--- config.mk ---
export PLATFORM = sky130hd
export DESIGN_NAME = pulse_frame_receiver
export DESIGN_NICKNAME = d
export VERILOG_FILES = /design/src/sv/pfr_pkg.sv /design/src/sv/pulse_frame_receiver.sv /design/src/sv/pfr_cell.sv
export SDC_FILE = /design/constraint.sdc
export NUM_CORES = 1
export LEC_CHECK = 0
export BUFFER_PORTS_ARGS = -buffer_cell sky130_fd_sc_hd__buf_4
export CAP_MARGIN = 25
export CORE_ASPECT_RATIO = 0.8
export CORE_MARGIN = 1
export CORE_UTILIZATION = 30
export CTS_CLUSTER_SIZE = 10
export DETAILED_ROUTE_END_ITERATION = 7
export GPL_ROUTABILITY_DRIVEN = 0
export PLACE_DENSITY = 0.47
export RECOVER_POWER = 25
export REMOVE_ABC_BUFFERS = 1
export SKIP_LAST_GASP = 1
export SYNTH_ARGS = -nofsm -noshare
export SYNTH_HDL_FRONTEND = slang
export SYNTH_SLANG_ARGS = --single-unit
--- constraint.sdc ---
create_clock -name clock -period 11.28 [get_ports clock]
set_input_delay 1.128 -clock clock [delete_from_list [all_inputs] [get_ports clock]]
set_output_delay 1.128 -clock clock [all_outputs]
set_load 0.01 [all_outputs]
--- src/sv/pfr_pkg.sv ---
// Package for the pulse frame receiver: frame geometry, register indexes
// and the control bundle that drives the row of byte cells. No dependencies.
package pfr_pkg;

   localparam int FRAME_BYTES = 5;
   localparam int FRAME_BITS  = FRAME_BYTES * 8;
   localparam int CNT_W       = $clog2(FRAME_BITS + 1);
   localparam int MAX_BYTES   = 8;

   localparam int CSR_IDX_W = 2;
   localparam logic [CSR_IDX_W-1:0] CSR_START_LEN = 2'd0;
   localparam logic [CSR_IDX_W-1:0] CSR_START_TOL = 2'd1;

   localparam logic [15:0] START_LEN_RST = 16'd2200;
   localparam logic [15:0] START_TOL_RST = 16'd200;

   localparam logic [7:0] HI_NIBBLE = 8'hF0;
   localparam logic [7:0] LO_NIBBLE = 8'h0F;

   typedef struct packed {
      logic clear;   // start of frame: old byte content is dropped
      logic shift;   // a bit is taken this cycle
   } cell_ctl_type;

endpackage

--- src/sv/pulse_frame_receiver.sv ---
// Pulse frame receiver top level: start window check, bit count, the row
// of byte cells and the result register.
// Depends on pfr_pkg and pfr_cell.
//
// Usage:
//   Each req_ beat is one rising edge of the receive line: req_interval_us
//   is the saturated time since the previous edge, req_pin_level the line
//   level sampled after it. An interval strictly inside start length plus
//   or minus tolerance restarts the frame and the same beat's level is the
//   first bit. Forty bits are shifted in most significant first; later
//   bits are dropped until the next start.
//   When the last bit completes a frame whose checksum byte matches the
//   mod-256 sum of the data bytes, one rsp_ beat carries sender id,
//   channel, mode and power. It is valid the cycle after the completing
//   req_ beat is accepted.
//   Throughput: one req_ beat per cycle while req_ready is high. A beat
//   taken into the frame updates all byte cells and the checksum chain
//   in the same cycle. If the receiver stalls, the result waits in the
//   output register and req_ready is low; req_ready drops only while a
//   result is held and rsp_ready is low.
//   The csr_ port writes start length (index 0) and tolerance (index 1);
//   write only while idle. Reset restores 2200 us and 200 us, clears the
//   bit count and the frame and drops any pending result.
module pulse_frame_receiver
   import pfr_pkg::*;
(
   input  logic                 clock,
   input  logic                 reset,
   input  logic                 req_valid,
   output logic                 req_ready,
   input  logic [15:0]          req_interval_us,
   input  logic                 req_pin_level,
   output logic                 rsp_valid,
   input  logic                 rsp_ready,
   output logic [15:0]          rsp_sender_id,
   output logic [3:0]           rsp_channel,
   output logic [3:0]           rsp_mode,
   output logic [7:0]           rsp_power,
   input  logic                 csr_we,
   input  logic [CSR_IDX_W-1:0] csr_index,
   input  logic [15:0]          csr_wdata
);

   logic [15:0]      start_len_ff, start_len_in;
   logic [15:0]      start_tol_ff, start_tol_in;
   logic [CNT_W-1:0] cnt_ff, cnt_in;
   logic             rsp_valid_ff, rsp_valid_in;
   logic [15:0]      sender_id_ff, sender_id_in;
   logic [3:0]       channel_ff, channel_in;
   logic [3:0]       mode_ff, mode_in;
   logic [7:0]       power_ff, power_in;

   logic             accept;
   logic             lo_neg;
   logic [15:0]      lo_bound;
   logic [16:0]      hi_bound;
   logic             is_start;
   logic [CNT_W-1:0] cnt_base;
   logic             take;
   logic             done;
   logic             sum_ok;
   cell_ctl_type     ctl;

   logic [FRAME_BYTES:0]   chain_bit;
   logic [7:0]             sum_chain [FRAME_BYTES+1];
   logic [7:0]             byte_nx   [FRAME_BYTES];
   logic [7:0]             data_pad  [MAX_BYTES];

   assign req_ready = !rsp_valid_ff || rsp_ready;
   assign accept    = req_valid && req_ready;

   // Window compare without wrap: a negative lower bound lets every interval pass the lower check.
   assign lo_neg   = start_tol_ff > start_len_ff;
   assign lo_bound = start_len_ff - start_tol_ff;
   assign hi_bound = {1'b0, start_len_ff} + {1'b0, start_tol_ff};
   assign is_start = (lo_neg || (req_interval_us > lo_bound))
                     && ({1'b0, req_interval_us} < hi_bound);

   assign cnt_base = is_start ? '0 : cnt_ff;
   assign take     = accept && (cnt_base < CNT_W'(FRAME_BITS));
   assign done     = take && (cnt_base == CNT_W'(FRAME_BITS - 1));

   assign ctl.clear = is_start;
   assign ctl.shift = take;

   // Byte FRAME_BYTES-1 is last on air; new bits enter there.
   assign chain_bit[FRAME_BYTES] = req_pin_level;
   assign sum_chain[0]           = 8'd0;

   for (genvar g = 0; g < FRAME_BYTES; g++) begin : g_cell
      pfr_cell u_cell (
         .clock   (clock),
         .reset   (reset),
         .ctl     (ctl),
         .bit_in  (chain_bit[g+1]),
         .bit_out (chain_bit[g]),
         .sum_in  (sum_chain[g]),
         .sum_out (sum_chain[g+1]),
         .byte_nx (byte_nx[g])
      );
   end

   // Full-row sum includes the check byte once, so a match means the sum
   // equals twice the check byte modulo 256.
   assign sum_ok = sum_chain[FRAME_BYTES] == {byte_nx[FRAME_BYTES-1][6:0], 1'b0};

   // chain_bit[0] is the bit shifted out of the frame and has no reader.
   for (genvar g = 0; g < MAX_BYTES; g++) begin : g_pad
      if (g < FRAME_BYTES - 1) begin : g_data
         assign data_pad[g] = byte_nx[g];
      end else begin : g_zero
         assign data_pad[g] = 8'd0;
      end
   end

   always_comb begin
      start_len_in = start_len_ff;
      start_tol_in = start_tol_ff;
      if (csr_we) begin
         case (csr_index)
            CSR_START_LEN: start_len_in = csr_wdata;
            CSR_START_TOL: start_tol_in = csr_wdata;
            default: ;
         endcase
      end
   end

   always_comb begin
      cnt_in = cnt_ff;
      if (take) begin
         cnt_in = cnt_base + CNT_W'(1);
      end
   end

   always_comb begin
      rsp_valid_in = rsp_valid_ff && !rsp_ready;
      sender_id_in = sender_id_ff;
      channel_in   = channel_ff;
      mode_in      = mode_ff;
      power_in     = power_ff;
      if (done && sum_ok) begin
         rsp_valid_in = 1'b1;
         sender_id_in = {data_pad[1], data_pad[0]};
         channel_in   = 4'((data_pad[2] & HI_NIBBLE) >> 4);
         mode_in      = 4'(data_pad[2] & LO_NIBBLE);
         power_in     = data_pad[3];
      end
   end

   always_ff @(posedge clock) begin
      if (reset) begin
         start_len_ff <= START_LEN_RST;
         start_tol_ff <= START_TOL_RST;
         cnt_ff       <= '0;
         rsp_valid_ff <= 1'b0;
      end else begin
         start_len_ff <= start_len_in;
         start_tol_ff <= start_tol_in;
         cnt_ff       <= cnt_in;
         rsp_valid_ff <= rsp_valid_in;
      end
   end

   always_ff @(posedge clock) begin
      sender_id_ff <= sender_id_in;
      channel_ff   <= channel_in;
      mode_ff      <= mode_in;
      power_ff     <= power_in;
   end

   assign rsp_valid     = rsp_valid_ff;
   assign rsp_sender_id = sender_id_ff;
   assign rsp_channel   = channel_ff;
   assign rsp_mode      = mode_ff;
   assign rsp_power     = power_ff;

endmodule

--- src/sv/pfr_cell.sv ---
// One byte cell of the frame shift row. Holds eight frame bits, passes its
// top bit to the neighbor and adds its next byte to the running checksum.
// Depends on pfr_pkg.
module pfr_cell
   import pfr_pkg::*;
(
   input  logic         clock,
   input  logic         reset,
   input  cell_ctl_type ctl,
   input  logic         bit_in,
   output logic         bit_out,
   input  logic [7:0]   sum_in,
   output logic [7:0]   sum_out,
   output logic [7:0]   byte_nx
);

   logic [7:0] byte_ff;
   logic [7:0] byte_in;
   logic [7:0] base;

   assign base    = ctl.clear ? 8'd0 : byte_ff;
   assign bit_out = base[7];
   assign byte_nx = {base[6:0], bit_in};
   assign sum_out = sum_in + byte_nx;
   assign byte_in = ctl.shift ? byte_nx : byte_ff;

   always_ff @(posedge clock) begin
      if (reset) begin
         byte_ff <= '0;
      end else begin
         byte_ff <= byte_in;
      end
   end

endmodule

==> qor.yml, run 1 <==
io_pins: 74
ys_ff_latch: 110
n_fill_cell: 2514
post_cts_buffers: 0
synthesis.area_um2: 7361
maxCapViolCount: 1
multiInputGateArea_um2: 4407
synth_top_cell_by_area: "dfxtp_1"
dr_wl_met3_um: 1005
first_pass_iters: 5
post_cts_resized: 0
avgSynthCellArea_um2: 8.742
fmax_mhz: 116.3
critical_path.top_delay_family: "adder cells"
drcViolationCount: 0
placementRows: 50
coreArea_um2: 23710
worstPathBufferInverterCount: 6
dieArea_um2: 25170
leakagePower_nw: 3.359
clk_latency_ns: 0.37
die_x_um: 177.1
antenna_left: 0
synth_edf_count: 32
drv_slew: 17
setup_viol: 0
path_max_fanout: 57
grt_first_pass_wirelength_um: 31530
clock-skew-final_ns: 0.01662
period_needed_ns: 8.598
synthTopCellsByArea: "dfxtp_1 (21%), edfxtp_1 (13%), ha_1 (12%)"
yosys-mux-area-fraction_pct: 0.2720
synth_top_family_by_area: "simple AND/OR/NAND/NOR gates"
cp.arrival_ns: 8.66
start_kind: "flip-flop"
hold_viol_final: 0
wl_met1_um: 10700
htree_levels: 3
initial_core_util_pct: 31.04
synth-xor-area-share_pct: 5.473
slew_headroom_pct: -84.31
ys_warn_count: 0
peakVddDrop_mv: 0.08490
antenna_found_initial: 0
drt-initial-drc-count: 331
synth_top_area_share_pct: 21.21
cts_sinks: 110
hold_class: "flip-flop to flip-flop"
yosys.area_share.simple_pct: 18.85
worst_pin_slew_ns: 2.759
cp_slowest_stage_delay_ns: 0.56
synth_most_common_cell: "nand2_1"
cts_buffers: 9
via_per_inst: 4.946
dpl.hpwl_um: 13650
port_buffers: 73
synth_compound_area_share_pct: 16.42
top_layer: "met4"
register_area_um2: 2522
worstPathRequired_ns: 11.34
grt_pass1_vias: 5593
tns_ns: 0
syn_inst: 842
ctsHoldBuffers: 0
clk_pin_slew_worst_paths_ns: 0.09
holdPathStages: 2
cts_root_buffer: "clkbuf_16"
fp.dieH_um: 142.1
crit_type: "flip-flop to flip-flop"
grt_usage_pct: 16.14
status: "finished, violations left"
postSynth.asyncResetShare_pct: 0
cp_num_cells: 34
power_density_nw_per_um2: 114.1
avgRoutedWirePerCell_um: 16.12
syn2layout_area_growth_pct: 13.48
cts_tree: "built"
post-route-period-util_pct: 76.23
cts_buffer_depth: 2
violations: "max-capacitance violations, max-slew violations"
nets: 1014
synth_ff_type: "dfxtp_1"
num_antenna_cells: 0
drive_gt1_share_pct: 8.701
slowest_stage: "fa_1"
grt-ovfl-total: 0
routed_wl_um: 19300
cp-end-kind: "flip-flop"
r2r_cells: 34
synthAdderAreaFrac_pct: 18.22
rsz0062_at_grt: "false"
grt_start_max_net_pins: 85
synth_seq_area_share_pct: 34.27
synth_cell_type_count: 61
dr_wl_met2_um: 7511
yosys-top-cells-count: "nand2_1 (95), a21oi_1 (92), dfxtp_1 (78), ha_1 (72), inv_1 (60)"
p_total_w: 0.0009528
vias: 5920
==> cell families (layout without fill, tap and decap cells) <==
group | count (synthesis) | in the layout
AO/OA/AOI/OAI | 203 | 203
XOR/XNOR | 46 | 46
adder cells (fa/ha/maj) | 94 | 94
buffers and inverters | 117 | 160
flip-flops | 110 | 110
multiplexers | 2 | 2
AND/OR/NAND/NOR | 270 | 270
==> cell usage in the layout, fill, tap and decap left out, drive strengths merged, types with 9 or more instances in the layout <==
cell    Yosys  final
buf        19     46
fa         22     22
xor2        9      9
and2       26     26
edfxtp     32     32
nand2      95     95
nor2       38     38
nand4      42     42
nand2b     11     11
o21ai      57     57
xnor2      37     37
ha         72     72
inv        64     67
clkbuf     34     44
dfxtp      78     78
a21oi      93     93
==> report_power, final <==
group | internal (W) | switching, W | leakage [nW]
clock | 0.000177 | 0.000163 | 0.150
combinational | 0.0000744 | 0.000124 | 2.31
sequential | 0.000409 | 0.00000483 | 0.900
total | 0.000661 | 0.000292 | 3.36
==> flip-flops by register name (all words and copies together), names as in the netlist <==
register,cells
rsp_sender_id,16
rsp_power,8
rsp_mode,4
cnt_ff,6
start_tol_ff,16
start_len_ff,16
rsp_channel,4
g_cell.u_cell.byte_ff,39
rsp_valid,1
==> tightest hold or removal path, cell delays in order (launching register included) <==
cell     delay [ns]
dfxtp_1        0.32
nand2_1        0.06
a21oi_1        0.05
==> cell type report <==
type | count | area share (%)
Inverter | 64 | 2.876
Clock buffer | 10 | 2.741
Timing Repair Buffer | 80 | 5.812
Multi-Input combinational cell | 615 | 52.76
Sequential cell | 110 | 30.20
Clock inverter | 6 | 0.9437
Tap cell | 312 | 4.673
==> per-stage QoR <==
stage	utilization [%]	std cells	hold slack [ns]	instance area (um^2)	setup slack, ns
finish	35.23	1197	0.4778	8353	2.682
global route	35.23	1197	0.4996	8353	1.866
CTS	35.73	1196	0.4813	8472	2.329
detailed placement	34.43	1180	0.4716	8164	2.419
global placement	34.43	1180	0.4641	8164	2.377
floorplan	-	789	0.4452	7123	0.7784
==> routing by layer <==
layer  up-vias  track usage [%]
met5         -                0
met4         0            2.586
met3         4            3.552
met2       128            21.59
met1      2774            25.82
li1       3014                -
==> final timing paths <==
path,start,to,slack (ns)
setup / recovery,start_tol_ff[1],rsp_sender_id[9],2.68
hold / removal,start_tol_ff[15],start_tol_ff[15],0.48
setup reg to reg,start_tol_ff[1],rsp_sender_id[9],2.68
hold reg to reg,start_tol_ff[15],start_tol_ff[15],0.48
No activity file was read; power rests on OpenSTA's default activity.
==> inputs of run 2 (changes only) <==
clock period = 8.75 ns   (was 11.28 ns; I/O delays follow)
==> run 2 against run 1 <==
Net effect:
- the flow now finishes without violations
- register-to-register slack got worse by 2.0 ns
- cell area is 0.91% higher
- clock power is 29% higher
- global-route usage shrank 0.063 points
- largest cell class unchanged
- worst hold slack got worse by 0.0015 ns
- worst setup slack worse by 2.0 ns
- combinational power grew 37%
==> qor.yml, run 2 (synthesis gave the netlist of run 1 again) <==
reg2reg_to: "rsp_sender_id[3]"
crit_type: "flip-flop to flip-flop"
largest_register: "g_cell.u_cell.byte_ff"
drv_slew: 0
grt_start_max_net_pins: 85
cts_sinks: 110
dpl.hpwl_um: 13910
worstPathRequired_ns: 8.81
final_common_cell: "nand2_1"
rsz0062_at_grt: "false"
grt_pass1_vias: 5604
grt-ovfl-total: 0
coreArea_um2: 23710
antenna_left: 0
period_needed_ns: 8.052
cts_buffer_depth: 2
cp-end-kind: "flip-flop"
p_sw_w: 0.0003847
drt-initial-drc-count: 416
setup_viol: 0
switching_share_pct: 30.90
die_x_um: 177.1
clk_latency_ns: 0.37
peakVddDrop_mv: 0.09577
pwr-share-comb_pct: 21.8
r2r_cells: 28
antenna_found_initial: 0
holdPathStages: 2
leakagePower_nw: 3.400
min_to: "start_tol_ff[9]"
start_kind: "flip-flop"
port_buffers: 73
cp_slowest_stage_delay_ns: 0.54
largest_register_ffs: 39
power_frac_clock_pct: 35.4
routed_wl_um: 19420
maxCapViolCount: 0
rr_startpoint: "start_tol_ff[0]"
nets: 1019
syn2layout_area_growth_pct: 14.52
avgRoutedWirePerCell_um: 16.16
cts_buffers: 9
num_antenna_cells: 0
fmax_mhz: 124.2
hold_viol_final: 0
vias: 5954
cp.arrival_ns: 8.11
first_pass_iters: 5
critical_path.top_delay_family: "adder cells"
seq_power_share_pct: 42.9
startpoint: "start_tol_ff[0]"
placementRows: 50
clock-skew-final_ns: 0.01348
reg2reg_slack_ns: 0.70
status: "finished, final reports clean"
min_from: "start_tol_ff[9]"
slew_headroom_pct: 36.08
grt_usage_pct: 16.08
via_per_inst: 4.953
slowest_stage: "or4_1"
hold_class: "flip-flop to flip-flop"
mostFrequentLayoutCells: "nand2_1 (95), a21oi_1 (92), dfxtp_1 (78)"
dieArea_um2: 25170
fp.dieH_um: 142.1
cts_tree: "built"
cts_root_buffer: "clkbuf_16"
tns_ns: 0
drcViolationCount: 0
crit_path_frequent_cell: "fa_1"
drive_gt1_share_pct: 9.888
register_area_um2: 2522
initial_core_util_pct: 31.04
post-route-util_pct: 35.55
io_pins: 74
worst_pin_slew_ns: 0.9589
worstPathBufferInverterCount: 3
multiInputGateArea_um2: 4434
htree_levels: 3
p_int_w: 0.0008605
grt_first_pass_wirelength_um: 31260
power_density_nw_per_um2: 147.7
post-route-period-util_pct: 92.03
path_max_fanout: 30
n_fill_cell: 2483
clk_pin_slew_worst_paths_ns: 0.08
[run 2: cell count changes in the layout (fill, tap and decap cells not counted), sizes merged]
| cell | previous run | this run |
|---|---|---|
| buf | 46 | 55 |
| clkbuf | 44 | 39 |
| o32ai | 1 | 2 |
[run 2: final cells by class]
| type | count | area share (%) |
|---|---|---|
| Multi-Input combinational cell | 616 | 52.61 |
| Sequential cell | 110 | 29.92 |
| Timing Repair Buffer | 84 | 6.338 |
| Tap cell | 312 | 4.631 |
| Inverter | 64 | 2.850 |
| Clock buffer | 10 | 2.716 |
| Clock inverter | 6 | 0.9351 |
[run 2: repair_timing]
action / 4_1_cts / 5_1_grt
hold buffers: 0 / 0
endpoints found under the hold margin: 0 / 0
gates resized for setup: 0 / 1
endpoints found under the setup margin: 0 / 32
buffers inserted: 0 / 1
[run 2: how the worst max path moves through the flow]
stage                                    to  slack [ns]  depth (start not counted)
final                      rsp_sender_id[3]        0.70                         28
after global routing       rsp_sender_id[3]        0.02                         33
after CTS                       rsp_mode[3]        0.42                         33
after detailed placement  rsp_sender_id[11]        0.46                         33
after global placement          rsp_mode[3]        0.47                         33
after floorplan              rsp_channel[0]       -1.75                         32
[run 2: power by group through the flow]
stage | sequential [W] | combinational, W | clock (W)
final | 0.000534 | 0.000271 | 0.000440
after CTS | 0.000534 | 0.000262 | 0.000456
after global placement | 0.000546 | 0.000262 | 0
after floorplan | 0.000544 | 0.000164 | 0
after global routing | 0.000535 | 0.000302 | 0.000475
after detailed placement | 0.000546 | 0.000260 | 0
[run 2: layer usage]
layer	vias up	track usage [%]	share of wire, %
met3	9	3.232	4.3
met4	0	3.403	0.71
li1	3020	-	-
met2	116	21.50	40
met1	2809	25.62	55
met5	-	0	0
[run 2: worst reg2reg max path: cells and delay by family, from the launching register on]
| family | cells | cell delay, ns |
|---|---|---|
| xor gates and xnor gates | 2 | 0.27 |
| AOI/OAI and AO/OA | 9 | 2.28 |
| and+or+nand+nor | 6 | 1.67 |
| buffers and inverters | 3 | 0.34 |
| DFF | 1 | 0.36 |
| adders and majority gates | 8 | 2.81 |
[run 2: through the flow]
stage | hold slack [ns] | power (W) | area, um^2 | setup slack [ns] | cells
final | 0.4764 | 0.001245 | 8429 | 0.6978 | 1202
after global routing | 0.5055 | 0.001312 | 8429 | 0.02136 | 1202
after CTS | 0.4794 | 0.001252 | 8508 | 0.4186 | 1200
after detailed placement | 0.4683 | 0.0008058 | 8200 | 0.4587 | 1184
after global placement | 0.4655 | 0.0008076 | 8200 | 0.4745 | 1184
after floorplan | 0.4452 | 0.0007084 | 7123 | -1.752 | 789
